===== src/hw/rtl/assert_macros.svh =====
// Assertion macros shared by the RTL; clk and arst_n are taken from the enclosing scope.
`ifndef ASSERT_MACROS_SVH
`define ASSERT_MACROS_SVH

// Same-cycle implication, disabled while in reset.
`define RME_ASSERT_NOW(lbl, ante, cons, msg) \
	lbl: assert property (@(posedge clk) disable iff (!arst_n) (ante) |-> (cons)) \
		else $error(msg);

// Next-cycle implication, disabled while in reset.
`define RME_ASSERT_NEXT(lbl, ante, cons, msg) \
	lbl: assert property (@(posedge clk) disable iff (!arst_n) (ante) |=> (cons)) \
		else $error(msg);

`endif


===== src/hw/rtl/rme_pkg.sv =====
// Package for the RSA modular exponentiation block: widths, codes and the control program.
`default_nettype none

package rme_pkg;

	localparam int CIPHER_W         = 32;
	localparam int PLAIN_W          = 32;
	localparam int BYTE_W           = 8;
	localparam int CFG_W            = 32;
	localparam int MODULUS_BITS_DEF = 32;
	localparam int CNT_W            = $clog2(CIPHER_W);
	localparam int PC_W             = 4;

	// Register indexes of the write port.
	typedef enum logic [0:0] {
		REG_MODULUS  = 1'b0,
		REG_EXPONENT = 1'b1
	} cfg_idx_t;

	// Datapath operation of one control word.
	typedef enum logic [3:0] {
		MOP_NOP,
		MOP_WAIT,
		MOP_MSTEP,
		MOP_SETBASE,
		MOP_LDSQ,
		MOP_LDMUL,
		MOP_ACCW,
		MOP_ESHIFT,
		MOP_RES,
		MOP_ZERO,
		MOP_HI,
		MOP_LO
	} mop_t;

	// Jump condition of one control word.
	typedef enum logic [3:0] {
		C_NEVER,
		C_ALWAYS,
		C_NO_REQ,
		C_MSMALL,
		C_CNT_NZ,
		C_EBIT0,
		C_ECNT_NZ,
		C_OUT_BUSY,
		C_LO_ZERO
	} cond_t;

	typedef struct packed {
		mop_t            op;
		cond_t           cond;
		logic [PC_W-1:0] target;
	} ucode_t;

	// Program addresses.
	localparam logic [PC_W-1:0] P_WAIT  = 4'd0;
	localparam logic [PC_W-1:0] P_CHK   = 4'd1;
	localparam logic [PC_W-1:0] P_RED   = 4'd2;
	localparam logic [PC_W-1:0] P_BASE  = 4'd3;
	localparam logic [PC_W-1:0] P_LDSQ  = 4'd4;
	localparam logic [PC_W-1:0] P_SQL   = 4'd5;
	localparam logic [PC_W-1:0] P_SQD   = 4'd6;
	localparam logic [PC_W-1:0] P_LDML  = 4'd7;
	localparam logic [PC_W-1:0] P_MLL   = 4'd8;
	localparam logic [PC_W-1:0] P_MLD   = 4'd9;
	localparam logic [PC_W-1:0] P_NEXT  = 4'd10;
	localparam logic [PC_W-1:0] P_DONE  = 4'd11;
	localparam logic [PC_W-1:0] P_ZERO  = 4'd12;
	localparam logic [PC_W-1:0] P_HI    = 4'd13;
	localparam logic [PC_W-1:0] P_LOCHK = 4'd14;
	localparam logic [PC_W-1:0] P_EMLO  = 4'd15;

	function automatic ucode_t uc(input mop_t op, input cond_t cond,
			input logic [PC_W-1:0] target);
		ucode_t w;
		w.op     = op;
		w.cond   = cond;
		w.target = target;
		return w;
	endfunction

	// Control program; the last word falls through to the wait word by wrap-around.
	function automatic ucode_t ucode_rom(input logic [PC_W-1:0] addr);
		ucode_t w;
		case (addr)
			P_WAIT:  w = uc(MOP_WAIT,    C_NO_REQ,   P_WAIT);
			P_CHK:   w = uc(MOP_NOP,     C_MSMALL,   P_ZERO);
			P_RED:   w = uc(MOP_MSTEP,   C_CNT_NZ,   P_RED);
			P_BASE:  w = uc(MOP_SETBASE, C_NEVER,    P_WAIT);
			P_LDSQ:  w = uc(MOP_LDSQ,    C_NEVER,    P_WAIT);
			P_SQL:   w = uc(MOP_MSTEP,   C_CNT_NZ,   P_SQL);
			P_SQD:   w = uc(MOP_ACCW,    C_EBIT0,    P_NEXT);
			P_LDML:  w = uc(MOP_LDMUL,   C_NEVER,    P_WAIT);
			P_MLL:   w = uc(MOP_MSTEP,   C_CNT_NZ,   P_MLL);
			P_MLD:   w = uc(MOP_ACCW,    C_NEVER,    P_WAIT);
			P_NEXT:  w = uc(MOP_ESHIFT,  C_ECNT_NZ,  P_LDSQ);
			P_DONE:  w = uc(MOP_RES,     C_ALWAYS,   P_HI);
			P_ZERO:  w = uc(MOP_ZERO,    C_NEVER,    P_WAIT);
			P_HI:    w = uc(MOP_HI,      C_OUT_BUSY, P_HI);
			P_LOCHK: w = uc(MOP_NOP,     C_LO_ZERO,  P_WAIT);
			P_EMLO:  w = uc(MOP_LO,      C_OUT_BUSY, P_EMLO);
			default: w = uc(MOP_NOP,     C_ALWAYS,   P_WAIT);
		endcase
		return w;
	endfunction

endpackage

`default_nettype wire


===== src/hw/rtl/rme_ifs.sv =====
// Channel interfaces: ciphertext requests in, plaintext byte requests out.
`default_nettype none

interface rme_cipher_if import rme_pkg::*; ();
	logic                valid;
	logic                ready;
	logic [CIPHER_W-1:0] cipher_value;

	modport source (output valid, output cipher_value, input ready);
	modport sink   (input valid, input cipher_value, output ready);
endinterface

interface rme_result_if import rme_pkg::*; ();
	logic               valid;
	logic               ready;
	logic [BYTE_W-1:0]  out_byte;
	logic               last;
	logic [PLAIN_W-1:0] plain_value;

	modport source (output valid, output out_byte, output last, output plain_value, input ready);
	modport sink   (input valid, input out_byte, input last, input plain_value, output ready);
endinterface

`default_nettype wire


===== src/hw/rtl/rsa_modexp_decrypt.sv =====
// RSA decryption core: plaintext = cipher^exponent mod modulus, delivered as bytes.
//
// Usage:
//   Write the modulus (index REG_MODULUS) and exponent (index REG_EXPONENT)
//   on the wr_en/wr_index/wr_data port while the core is idle. Both hold
//   MODULUS_BITS bits (at most 32). Reset leaves modulus = 2, exponent = 1.
//   Send one ciphertext request on the cipher channel (valid/ready). The
//   core answers on the result channel with bits 15:8 of the plaintext,
//   then bits 7:0 only if they are nonzero; last marks the final byte and
//   plain_value carries the full result on every byte.
// Operation:
//   A microcoded sequencer runs one shared bit-serial modular multiplier,
//   one multiplier bit per cycle. After the request is taken it reduces
//   the ciphertext mod the modulus, then squares for every exponent bit
//   and multiplies for every set bit, then loads the first byte; with a
//   modulus below 2 it loads a zero byte instead.
//   One request is worked at a time.
// Stalls: the result sits in an output register; a stalled receiver holds
//   the sequencer at the emit step, but once the last byte is loaded a new
//   request is taken while that byte still waits. Reset clears the
//   sequencer and drops any byte in flight.
`default_nettype none

`include "assert_macros.svh"

module rsa_modexp_decrypt import rme_pkg::*; #(
	parameter int MODULUS_BITS = MODULUS_BITS_DEF
) (
	input  logic             clk,
	input  logic             arst_n,
	input  logic             wr_en,
	input  cfg_idx_t         wr_index,
	input  logic [CFG_W-1:0] wr_data,
	rme_cipher_if.sink       cipher,
	rme_result_if.source     result
);

	// Working width: registers are kept to at most 32 bits.
	localparam int DW = (MODULUS_BITS < CIPHER_W) ? MODULUS_BITS : CIPHER_W;
	// Width of the multiplier step sum plus a sign bit for the trial subtracts.
	localparam int SW = DW + 3;

	logic [PC_W-1:0]     pc_q;
	logic [PC_W-1:0]     pc_d;
	ucode_t              uw;
	logic                cond_hit;

	logic [DW-1:0]       m_q;
	logic [DW-1:0]       e_q;
	logic [DW-1:0]       base_q;
	logic [DW-1:0]       acc_q;
	logic [DW-1:0]       prod_q;
	logic [DW-1:0]       opa_q;
	logic [DW-1:0]       esh_q;
	logic [CIPHER_W-1:0] opb_q;
	logic [CNT_W-1:0]    cnt_q;
	logic [CNT_W-1:0]    ecnt_q;
	logic [PLAIN_W-1:0]  res_q;

	logic                out_valid_q;
	logic [BYTE_W-1:0]   out_byte_q;
	logic                out_last_q;
	logic [PLAIN_W-1:0]  out_plain_q;

	logic                in_acc;
	logic                out_busy;
	logic                emit;

	logic [SW-1:0]       sum_w;
	logic [SW-1:0]       dif1_w;
	logic [SW-1:0]       dif2_w;
	logic [DW-1:0]       step_res;

	// ---------------------------------------------------------------
	// Configuration registers
	// ---------------------------------------------------------------
	always_ff @(posedge clk or negedge arst_n) begin
		if (!arst_n) begin
			m_q <= DW'(2);
			e_q <= DW'(1);
		end else if (wr_en) begin
			case (wr_index)
				REG_MODULUS:  m_q <= wr_data[DW-1:0];
				REG_EXPONENT: e_q <= wr_data[DW-1:0];
				default:      ;
			endcase
		end
	end

	// ---------------------------------------------------------------
	// Sequencer: fetch the control word, evaluate its jump condition
	// ---------------------------------------------------------------
	assign uw       = ucode_rom(pc_q);
	assign in_acc   = cipher.valid && cipher.ready;
	assign out_busy = out_valid_q && !result.ready;

	always_comb begin
		case (uw.cond)
			C_NEVER:    cond_hit = 1'b0;
			C_ALWAYS:   cond_hit = 1'b1;
			C_NO_REQ:   cond_hit = !cipher.valid;
			C_MSMALL:   cond_hit = (m_q < DW'(2));
			C_CNT_NZ:   cond_hit = (cnt_q != '0);
			C_EBIT0:    cond_hit = !esh_q[DW-1];
			C_ECNT_NZ:  cond_hit = (ecnt_q != '0);
			C_OUT_BUSY: cond_hit = out_busy;
			C_LO_ZERO:  cond_hit = (res_q[BYTE_W-1:0] == '0);
			default:    cond_hit = 1'b0;
		endcase
		// Fall through by increment; the last word wraps back to the wait word.
		pc_d = cond_hit ? uw.target : pc_q + 1'b1;
	end

	always_ff @(posedge clk or negedge arst_n) begin
		if (!arst_n) begin
			pc_q <= P_WAIT;
		end else begin
			pc_q <= pc_d;
		end
	end

	assign cipher.ready = (uw.op == MOP_WAIT);

	// ---------------------------------------------------------------
	// Bit-serial modular multiplier step: prod = (2*prod + bit*opa) mod m.
	// The sum is below 3m, so subtract m or 2m in parallel and pick.
	// ---------------------------------------------------------------
	always_comb begin
		sum_w  = SW'({prod_q, 1'b0}) + (opb_q[CIPHER_W-1] ? SW'(opa_q) : SW'(0));
		dif1_w = sum_w - SW'(m_q);
		dif2_w = sum_w - SW'({m_q, 1'b0});
		if (!dif2_w[SW-1]) begin
			step_res = dif2_w[DW-1:0];
		end else if (!dif1_w[SW-1]) begin
			step_res = dif1_w[DW-1:0];
		end else begin
			step_res = sum_w[DW-1:0];
		end
	end

	// ---------------------------------------------------------------
	// Datapath registers driven by the control word
	// ---------------------------------------------------------------
	always_ff @(posedge clk) begin
		case (uw.op)
			MOP_WAIT: begin
				// Base reduction is a product 1 * cipher, fed a cipher bit per step.
				if (in_acc) begin
					opa_q  <= DW'(1);
					opb_q  <= cipher.cipher_value;
					prod_q <= '0;
					cnt_q  <= CNT_W'(CIPHER_W - 1);
				end
			end
			MOP_MSTEP: begin
				prod_q <= step_res;
				opb_q  <= opb_q << 1;
				cnt_q  <= cnt_q - 1'b1;
			end
			MOP_SETBASE: begin
				base_q <= prod_q;
				acc_q  <= DW'(1);
				esh_q  <= e_q;
				ecnt_q <= CNT_W'(DW - 1);
			end
			MOP_LDSQ: begin
				opa_q  <= acc_q;
				opb_q  <= CIPHER_W'(acc_q) << (CIPHER_W - DW);
				prod_q <= '0;
				cnt_q  <= CNT_W'(DW - 1);
			end
			MOP_LDMUL: begin
				opa_q  <= acc_q;
				opb_q  <= CIPHER_W'(base_q) << (CIPHER_W - DW);
				prod_q <= '0;
				cnt_q  <= CNT_W'(DW - 1);
			end
			MOP_ACCW: begin
				acc_q <= prod_q;
			end
			MOP_ESHIFT: begin
				esh_q  <= esh_q << 1;
				ecnt_q <= ecnt_q - 1'b1;
			end
			MOP_RES: begin
				res_q <= PLAIN_W'(acc_q);
			end
			MOP_ZERO: begin
				res_q <= '0;
			end
			default: ;
		endcase
	end

	// ---------------------------------------------------------------
	// Output register: load a byte when the slot is free, drop on take
	// ---------------------------------------------------------------
	assign emit = ((uw.op == MOP_HI) || (uw.op == MOP_LO)) && !out_busy;

	always_ff @(posedge clk or negedge arst_n) begin
		if (!arst_n) begin
			out_valid_q <= 1'b0;
		end else if (emit) begin
			out_valid_q <= 1'b1;
		end else if (result.ready) begin
			out_valid_q <= 1'b0;
		end
	end

	always_ff @(posedge clk) begin
		if (emit) begin
			if (uw.op == MOP_HI) begin
				out_byte_q  <= res_q[2*BYTE_W-1:BYTE_W];
				out_last_q  <= (res_q[BYTE_W-1:0] == '0);
				out_plain_q <= res_q;
			end else begin
				out_byte_q <= res_q[BYTE_W-1:0];
				out_last_q <= 1'b1;
			end
		end
	end

	assign result.valid       = out_valid_q;
	assign result.out_byte    = out_byte_q;
	assign result.last        = out_last_q;
	assign result.plain_value = out_plain_q;

	// ---------------------------------------------------------------
	// Assertions
	// ---------------------------------------------------------------
	`RME_ASSERT_NOW(a_prod_reduced, uw.op == MOP_MSTEP, prod_q < m_q, "product left modulus range")
	`RME_ASSERT_NOW(a_base_reduced, uw.op == MOP_RES, (base_q < m_q) && (acc_q < m_q), "base or accumulator not reduced")
	`RME_ASSERT_NOW(a_first_not_last, result.valid && !result.last, result.plain_value[BYTE_W-1:0] != '0, "high byte not last with zero low byte")
	`RME_ASSERT_NEXT(a_hold_stalled, out_valid_q && !result.ready, out_valid_q, "stalled byte dropped")

endmodule

`default_nettype wire

===== src/flat_wrapper.sv =====
// flat-port wrapper written by rule: the top's interface ports become plain ports
module rsa_modexp_decrypt_flat import rme_pkg::*;
#(
	parameter int MODULUS_BITS = MODULUS_BITS_DEF
)
  (clk, arst_n, wr_en, wr_index, wr_data, cipher_valid, cipher_cipher_value, cipher_ready, result_valid, result_out_byte, result_last, result_plain_value, result_ready);
  rme_cipher_if cipher_i ();
  rme_result_if result_i ();
  input  logic clk;
  input  logic arst_n;
  input  logic wr_en;
  input  cfg_idx_t wr_index;
  input  logic [CFG_W-1:0] wr_data;
  input wire logic [$bits(cipher_i.valid)-1:0] cipher_valid;
  input wire logic [$bits(cipher_i.cipher_value)-1:0] cipher_cipher_value;
  output wire logic [$bits(cipher_i.ready)-1:0] cipher_ready;
  output wire logic [$bits(result_i.valid)-1:0] result_valid;
  output wire logic [$bits(result_i.out_byte)-1:0] result_out_byte;
  output wire logic [$bits(result_i.last)-1:0] result_last;
  output wire logic [$bits(result_i.plain_value)-1:0] result_plain_value;
  input wire logic [$bits(result_i.ready)-1:0] result_ready;
  assign cipher_i.valid = cipher_valid;
  assign cipher_i.cipher_value = cipher_cipher_value;
  assign cipher_ready = cipher_i.ready;
  assign result_valid = result_i.valid;
  assign result_out_byte = result_i.out_byte;
  assign result_last = result_i.last;
  assign result_plain_value = result_i.plain_value;
  assign result_i.ready = result_ready;
  rsa_modexp_decrypt #(.MODULUS_BITS(MODULUS_BITS)) u_core (.clk(clk), .arst_n(arst_n), .wr_en(wr_en), .wr_index(wr_index), .wr_data(wr_data), .cipher(cipher_i), .result(result_i));
endmodule

===== config.mk =====
export PLATFORM = sky130hd
export DESIGN_NAME = rsa_modexp_decrypt_flat
export DESIGN_NICKNAME = d
export VERILOG_FILES = /design/src/hw/rtl/rme_pkg.sv /design/src/hw/rtl/rme_ifs.sv /design/src/hw/rtl/rsa_modexp_decrypt.sv /design/src/flat_wrapper.sv
export VERILOG_INCLUDE_DIRS = /design/src /design/src/hw/rtl
export SDC_FILE = /design/constraint.sdc
export NUM_CORES = 1
export LEC_CHECK = 0
export ABC_CLOCK_PERIOD_IN_PS = 5300
export BUFFER_PORTS_ARGS = -buffer_cell sky130_fd_sc_hd__clkbuf_2
export CORE_MARGIN = 8
export CORE_UTILIZATION = 40
export DETAILED_ROUTE_END_ITERATION = 7
export PLACE_DENSITY = 0.61
export SYNTH_ARGS = -nofsm -noshare
export SYNTH_HDL_FRONTEND = slang
export SYNTH_SLANG_ARGS = --single-unit

===== constraint.sdc =====
create_clock -name clk -period 5.3 [get_ports clk]
set_input_delay 0.53 -clock clk [delete_from_list [all_inputs] [get_ports clk]]
set_output_delay 0.53 -clock clk [all_outputs]
set_load 0.01 [all_outputs]

# == Word-level counts from Yosys, hierarchy flattened ==
# Memories as Yosys holds them, arrays and structs flattened.
# Cells that the tools add are included.
# word_totals
register_bits,344
romBits,192
in_bits,70
out_inout_bits,43
word_cells,90
memories,1
# memory_table
name,words,word_bits,read_ports,rd_clocked_by_memory_dff,wr,line_no,text
(name not given),16,12,1,0,0,rme_pkg.sv:85,case (addr)
# op_classes
add_sub_neg,6
n_lt_le_gt_ge,1
n_eq_ne,20
n_mux,20
n_bitwise,1
reduce_logical,25
# op_table
cell,count
case mux 32 bit (2 select lines),4
2-to-1 mux 32 bit,6
case mux 32 bit (4 select lines),1
case mux 32 bit (3 select lines),1
adder 33 x 35 -> 35 bit,1
subtractor 35 x 32 -> 35 bit,1
subtractor 35 x 33 -> 35 bit,1
== test 4 x 3 -> 1 bit (second input constant),8
less-than comparator 32 x 2 -> 1 bit (second input constant),1
== test 4 bit (second input constant),5
== test 4 x 2 -> 1 bit (second input constant),4
case mux 5 bit (3 select lines),1
AND reduction 2 bit,6
case mux 5 bit (2 select lines),1
nonzero test 2 bit,5
nonzero test 5 bit,2
subtractor 5 x 1 -> 5 bit (second input constant),2
== test 4 x 1 -> 1 bit (second input constant),2
zero test 8 bit,1
2-to-1 mux 8 bit,1
case mux 1 bit (8 select lines),1
2-to-1 mux 5 bit,1
adder 4 x 1 -> 4 bit (second input constant),1
zero test 1 bit,4
9 further kinds,12

# == Longest topological paths before layout ==
# Gate-level depths: netlist of the first run.
# logic_depth
ltp_word,6
mapped_depth,27

# == Least setup slack after synthesis of the first run ==
# OpenSTA, ideal clock, no wires.
# synth_timing
path_kind,register -> register
startpoint,register u_core.opb_q[31]
endpoint,"register u_core.prod_q[25], data pin"
arrival_ps,5141
required_ps,5026
setup_slack_ps,-115
path_stages_with_launch,24
synth_period_minus_slack_ps,5415
cell_sequence,edfxtp_1 > clkbuf_1 > and2_1 > ha_1 > inv_1 > fa_1 > nor2b_1 > o21a_1 > o21ai_0 > a2111oi_0 > nand2b_1 > a41oi_1 > o311ai_0 > ha_1 > a21oi_1 > o21bai_1 > a21o_1 > a21o_1 > a21o_1 > a311oi_4 > nand2_2 > buf_2 > mux2i_1 > o22ai_1
# synth_via
elab_chain_cells,6
elab_cells_between_ends,7
cone_classes,add/sub: 3; mux: 4
# synth_lines
item,line_no,text
from (decl),rsa_modexp_decrypt.sv:55,logic [CIPHER_W-1:0] opb_q;
from (signal assigned),rsa_modexp_decrypt.sv:150,opb_q <= cipher.cipher_value;
from (signal assigned),rsa_modexp_decrypt.sv:157,opb_q <= opb_q << 1;
from (signal assigned),rsa_modexp_decrypt.sv:168,opb_q <= CIPHER_W'(acc_q) << (CIPHER_W - DW);
2-to-1 mux 32 bit (*),rsa_modexp_decrypt.sv:129,"sum_w = SW'({prod_q, 1'b0}) + (opb_q[CIPHER_W-1] ? SW'(opa_q) : SW'(0));"
adder 33 x 35 -> 35 bit (*),rsa_modexp_decrypt.sv:129,
subtractor 35 x 32 -> 35 bit,rsa_modexp_decrypt.sv:130,dif1_w = sum_w - SW'(m_q);
2-to-1 mux 32 bit,rsa_modexp_decrypt.sv:134,end else if (!dif1_w[SW-1]) begin
2-to-1 mux 32 bit (*),rsa_modexp_decrypt.sv:132,if (!dif2_w[SW-1]) begin
case mux 32 bit (3 select lines) (*),rsa_modexp_decrypt.sv:145,case (uw.op)
to (signal assigned),rsa_modexp_decrypt.sv:156,prod_q <= step_res;
to (decl),rsa_modexp_decrypt.sv:52,logic [DW-1:0] prod_q;
# Every way passes the cells marked *; elsewhere a longest branch is shown, timed or not.
# A chain may end at the register's enable or synchronous reset.

# == Final worst setup path of the first run ==
# layout_timing
startpoint,register u_core.opb_q[31]
endpoint,"register u_core.prod_q[6], data pin"
# The elaborated chain is that of the path after synthesis.

==> results_dict.tcl, run 1 <==
set metrics [dict create \
    syn-instance-count 1761 \
    start_util_pct 40.4 \
    n_antenna_cell 0 \
    clock_path_buffers 3 \
    finalMaxSlewViolations 0 \
    rows 80 \
    grt_use_total_pct 17.1 \
    rsz0062_at_grt "true" \
    cts_root_buf "clkbuf_16" \
    antenna_found_initial 0 \
    fmax_ghz 0.194 \
    h-tree-depth 2 \
    path_max_fanout 6 \
    worst_r2r_endpoint "u_core.prod_q[6]$_SDFFCE_PP0P_" \
    dpl.hpwl_um 36800 \
    cp_data_required_time_ns 5.58 \
    drt-initial-drc-count 1175 \
    worstSetupStartpointType "flop" \
    area_growth_pct 23.8 \
    skew_ns 0.0225 \
    core_um2 47600 \
    grt_pass1_vias 14033 \
    r2r_slack_ns 0.15 \
    final_nets 2194 \
    numCtsBuffers 37 \
    ys_async_sr_fraction_pct 20.1 \
    clkTransAtPathRegs_ns 0.06 \
    cp_num_buf_inv 5 \
    worstMarginPinSlew_ns 1.24 \
    crit_family "compound AO/OA/AOI/OAI gates" \
    yosys-top-cells-area "edfxtp_1 43%, dfrtp_1 8.7%, ha_1 6.6%, mux2_2 4.3%, and2_1 3.1%" \
    crit_cells 26 \
    status "finished clean" \
    cts_tree "done" \
    ys_types 68 \
    fillers 4245 \
    synth_ff_type "edfxtp_1" \
    drive_gt1_share_pct 27.0 \
    first_pass_iters 5 \
    wire_per_inst_um 18.7 \
    final_common_cell "edfxtp_1" \
    critical_path_class "flop to flop" \
    seq_area_frac_synth_pct 51.9 \
    dieHeight_um 235 \
    hold_class "input port to asynchronous set/reset pin" \
    crit_path_start "u_core.opb_q[31]$_DFFE_PP_" \
    synth.net_count 1936 \
    synth_edf_count 275 \
    grt_max_degree 70 \
    gp_congestion 0.922 \
    min_period_ns 5.15 \
    hold_violations 0 \
    holdBufCountCts 0 \
    io_buffers 112 \
    endpoint "u_core.prod_q[6]$_SDFFCE_PP0P_" \
    ioPinCount 113 \
    synth_warnings 0 \
    grt_pass1_wl_um 77300 \
    dieArea_um2 55400 \
    clock_sinks 344 \
    critPathMaxStageDelay_ns 0.48 \
    post_drt_via_cell_ratio 5.42 \
    synth_seq_cells 344 \
    netlist_area_um2 19200 \
    setup_viol_count_final 0 \
    grt_overflow 0 \
    wirelength_um 49800 \
    cp.arrival_ns 5.43 \
    cp-end-kind "flop" \
    drtAntennaViolNets 0 \
    ff2ff_path_depth 26 \
    clock_latency_ns 0.56 \
    dieWidth_um 235 \
    vias 14434 \
    maxCapViolations 0 \
    slew_headroom_pct 17.1 \
    yosys.area.top_type "edfxtp_1" \
    slowest_stage "edfxtp_1" \
    fin_crit_sh_pct 97.2 \
    worstReg2RegStart "u_core.opb_q[31]$_DFFE_PP_" \
    whs_ns 0.110 \
    path_common_cell "buf_4" \
    yosys.area.top_type_share_pct 42.9 \
    layout_common_cells "275 x edfxtp_1, 171 x buf_4, 141 x nand2_1" \
    drc 0 \
    syn_avg_cell_area_um2 10.9 \
]
## cell type report
type	instances	area (µm²)	share of cell area, %
clock inverters	20	275	1.16
clock buffers	48	1070	4.50
inverters	78	293	1.23
multi-input cells	1261	9370	39.3
well taps	615	769	3.23
repair buffers	297	2060	8.63
flip-flops and latches	344	9990	41.9
## cells by family (layout without fill, tap and decap cells)
family,Yosys count,in the layout,share of synthesized area (%)
simple gates,548,548,14.4
fa+ha+maj,105,105,6.95
buf+inv,156,443,3.18
xor+xnor,84,84,3.82
compound gates,427,427,14.2
flops,344,344,51.9
mux,97,97,5.52
## worst min path at each step
stage | startpoint | cells after the start | to
final | arst_n | 1 | u_core.pc_q[2]$_DFF_PN0_
after detailed placement | u_core.res_q[24]$_SDFFCE_PP0P_ | 0 | u_core.result.plain_value[24]$_DFFE_PP_
after floorplan | arst_n | 0 | u_core.e_q[10]$_DFFE_PN0P_
after global placement | u_core.res_q[24]$_SDFFCE_PP0P_ | 0 | u_core.result.plain_value[24]$_DFFE_PP_
after CTS | arst_n | 1 | u_core.pc_q[1]$_DFF_PN0_
after global routing | arst_n | 1 | u_core.result.valid$_DFFE_PN0P_
## cell usage after synthesis (all sizes together) (5+ instances only)
master   number
nand3        90
o21ai       105
nand4        15
or3           6
nor2b        45
nand2       146
o211ai        8
clkbuf       65
a22oi        35
and3          8
a31oi        15
ha          102
xor2         25
inv          78
nand2b       16
o21a         21
a21o         37
mux2         73
edfxtp      275
nor4         15
a2111oi       7
a211oi       15
dfrtp        67
o31a          5
mux2i        24
o22ai        14
o21bai       12
or2           7
nor2         73
xnor2        59
a211o         8
and2         96
buf          13
nor3         20
a21oi       110
## sequential cells by signal, indices dropped and copies added, names as in the netlist
name,cells
u_core.esh_q,32
u_core.cnt_q,5
u_core.ecnt_q,5
u_core.prod_q,32
u_core.base_q,32
u_core.result.plain_value,32
u_core.result.valid,1
u_core.opa_q,32
u_core.result.last,1
u_core.acc_q,32
u_core.res_q,32
u_core.pc_q,4
u_core.e_q,32
u_core.m_q,32
u_core.result.out_byte,8
u_core.opb_q,32
## layer usage
layer  share of wire (%)  GRT usage (%)
met1                  49           24.8
met2                  44           26.2
met3                 4.8           2.72
met4                 2.4           4.63
met5                   0              0
## worst reg2reg max path, delay by kind of cell (launching register included)
family                     cells  cell delay [ns]
AOI/OAI and AO/OA             10             1.76
and+or+nand+nor                7             1.02
buffers and inverters          5             0.72
adders and majority gates      3             0.71
DFF                            1             0.48
muxes                          1             0.18
## timing repair
item / 4_1_cts / 5_1_grt
gates resized for setup: 33 / 116
setup endpoints to repair: 32 / 32
gates cloned: 0 / 3
pin swaps: 18 / 66
buffers inserted: 4 / 12
## metrics by stage
stage          TNS (ns)  utilization, %  area, µm²  cells  setup WS (ns)
5_1_grt          -0.908            50.0      23800   2663        -0.0703
2_1_floorplan         0               -      19200   1761        0.00609
3_3_place_gp      -5.64            45.3      21600   2578         -0.342
4_1_cts               0            48.5      23100   2650       0.000288
3_5_place_dp      -9.13            45.3      21600   2578         -0.424
6_report              0            50.0      23800   2663          0.148
Power of run 1 is not shown: default switching activity piles up to over one toggle a cycle in this logic, so the estimate is an artifact.
==> run 2, diff against run 1 <==
CTS_BUF_LIST = sky130_fd_sc_hd__clkbuf_8 sky130_fd_sc_hd__clkbuf_16   (was default)
==> results_dict.tcl, run 2 (same netlist as run 1, synthesis figures left out) <==
set metrics [dict create \
    gp_congestion 0.922 \
    path_max_fanout 6 \
    hold_class "input port to asynchronous set/reset pin" \
    clock_path_buffers 3 \
    skew_ns 0.0220 \
    maxCapViolations 0 \
    grt_pass1_wl_um 77300 \
    grt_use_total_pct 17.1 \
    finalMaxSlewViolations 0 \
    grt_max_degree 70 \
    cts_tree "done" \
    cp_num_buf_inv 5 \
    setup_viol_count_final 0 \
    rsz0062_at_grt "true" \
    clock_sinks 344 \
    drt-initial-drc-count 1173 \
    drtAntennaViolNets 0 \
    status "finished clean" \
    slowest_stage "edfxtp_1" \
    design_area_um2 23800 \
    clkTransAtPathRegs_ns 0.06 \
    core_um2 47600 \
    start_util_pct 40.4 \
    rows 80 \
    final_nets 2194 \
    numCtsBuffers 37 \
    wirelength_um 49800 \
    n_antenna_cell 0 \
    worstReg2RegStart "u_core.opb_q[31]$_DFFE_PP_" \
    antenna_found_initial 0 \
    final_common_cell "edfxtp_1" \
    grt_pass1_vias 14033 \
    dpl-instance-area_um2 21600 \
    whs_ns 0.110 \
    io_buffers 112 \
    layout_common_cells "275 x edfxtp_1, 171 x buf_4, 141 x nand2_1" \
    h-tree-depth 2 \
    dieArea_um2 55400 \
    worstSetupStartpointType "flop" \
    worstMarginPinSlew_ns 1.24 \
    drc 0 \
    min_period_ns 5.15 \
    post_drt_via_cell_ratio 5.42 \
    fin_crit_sh_pct 97.1 \
    dieWidth_um 235 \
    dpl.hpwl_um 36800 \
    cp.arrival_ns 5.43 \
    ioPinCount 113 \
    cp-end-kind "flop" \
    holdBufCountCts 0 \
    vias 14426 \
    clock_latency_ns 0.56 \
    area_growth_pct 23.8 \
    grt_overflow 0 \
    fmax_ghz 0.194 \
    cp_data_required_time_ns 5.58 \
    wire_per_inst_um 18.7 \
    drive_gt1_share_pct 27.0 \
    crit_family "compound AO/OA/AOI/OAI gates" \
    path_common_cell "buf_4" \
    crit_path_start "u_core.opb_q[31]$_DFFE_PP_" \
    slew_headroom_pct 17.2 \
    critPathMaxStageDelay_ns 0.48 \
    first_pass_iters 5 \
    hold_violations 0 \
    dieHeight_um 235 \
    cts_root_buf "clkbuf_16" \
    critical_path_class "flop to flop" \
]
## run 2: final timing paths
path / end / slack [ns] / cells past startpoint
hold reg to reg: u_core.result.plain_value[24]$_DFFE_PP_ / 0.42 / 0
max in group asynchronous: u_core.m_q[30]$_DFFE_PN0P_ / 4.53 / 1
setup reg to reg: u_core.prod_q[6]$_SDFFCE_PP0P_ / 0.15 / 26
setup / recovery: u_core.prod_q[6]$_SDFFCE_PP0P_ / 0.15 / 26
hold / removal: u_core.pc_q[2]$_DFF_PN0_ / 0.11 / 1
min in group clk: u_core.m_q[1]$_DFFE_PN1P_ / 0.21 / 3
## run 2: routing by layer
| metal | part of all wire [%] | track usage, % | wire, µm | up-vias |
|---|---|---|---|---|
| met1 | 49 | 24.8 | 24500 | 6936 |
| li1 | - | - | - | 7028 |
| met5 | 0 | 0 | 0 | - |
| met2 | 44 | 26.2 | 21700 | 397 |
| met3 | 4.8 | 2.72 | 2370 | 65 |
| met4 | 2.4 | 4.63 | 1220 | 0 |
## run 2: what timing repair did
| action | in CTS | in global routing |
|---|---|---|
| gates cloned | 0 | 3 |
| setup endpoints to repair | 32 | 32 |
| gates resized for setup | 33 | 116 |
| pin swaps | 18 | 66 |
| endpoints found under the hold margin | 0 | 0 |
| setup buffers | 4 | 12 |
## run 2: through the flow
| step | setup slack [ns] | instances | util [%] | setup TNS (ns) |
|---|---|---|---|---|
| final | 0.153 | 2663 | 50.0 | 0 |
| after global routing | -0.0703 | 2663 | 50.0 | -0.908 |
| after CTS | 0.000288 | 2650 | 48.5 | 0 |
| after detailed placement | -0.424 | 2578 | 45.3 | -9.13 |
| after global placement | -0.342 | 2578 | 45.3 | -5.64 |
| after floorplan | 0.00609 | 1761 | - | 0 |
## run 2: worst reg2reg max path: stages (launching register included)
cell	delay, ns
edfxtp_1	0.48
and2_4	0.22
ha_4	0.16
inv_2	0.05
fa_2	0.23
nor2b_4	0.05
o21a_1	0.20
o21ai_2	0.19
buf_4	0.16
a21oi_4	0.06
a41o_1	0.23
a211oi_2	0.30
nor2_4	0.11
ha_1	0.32
a21o_1	0.19
a21o_1	0.19
a221oi_2	0.22
buf_4	0.16
o221ai_2	0.08
or2_4	0.26
and2_4	0.16
nand4_1	0.14
buf_4	0.17
nand2_8	0.08
clkbuf_16	0.18
mux2i_2	0.18
o32ai_2	0.10
## run 2: area by class of cell
type,instances,area (µm²)
multi-input combinational,1261,9370
clock inverter,24,290
timing repair buffer,297,2060
clock buffer,44,1060
inverter,78,293
fill,4245,23800
tap,615,769
sequential,344,9990
Power of run 2 is left out for the same reason.
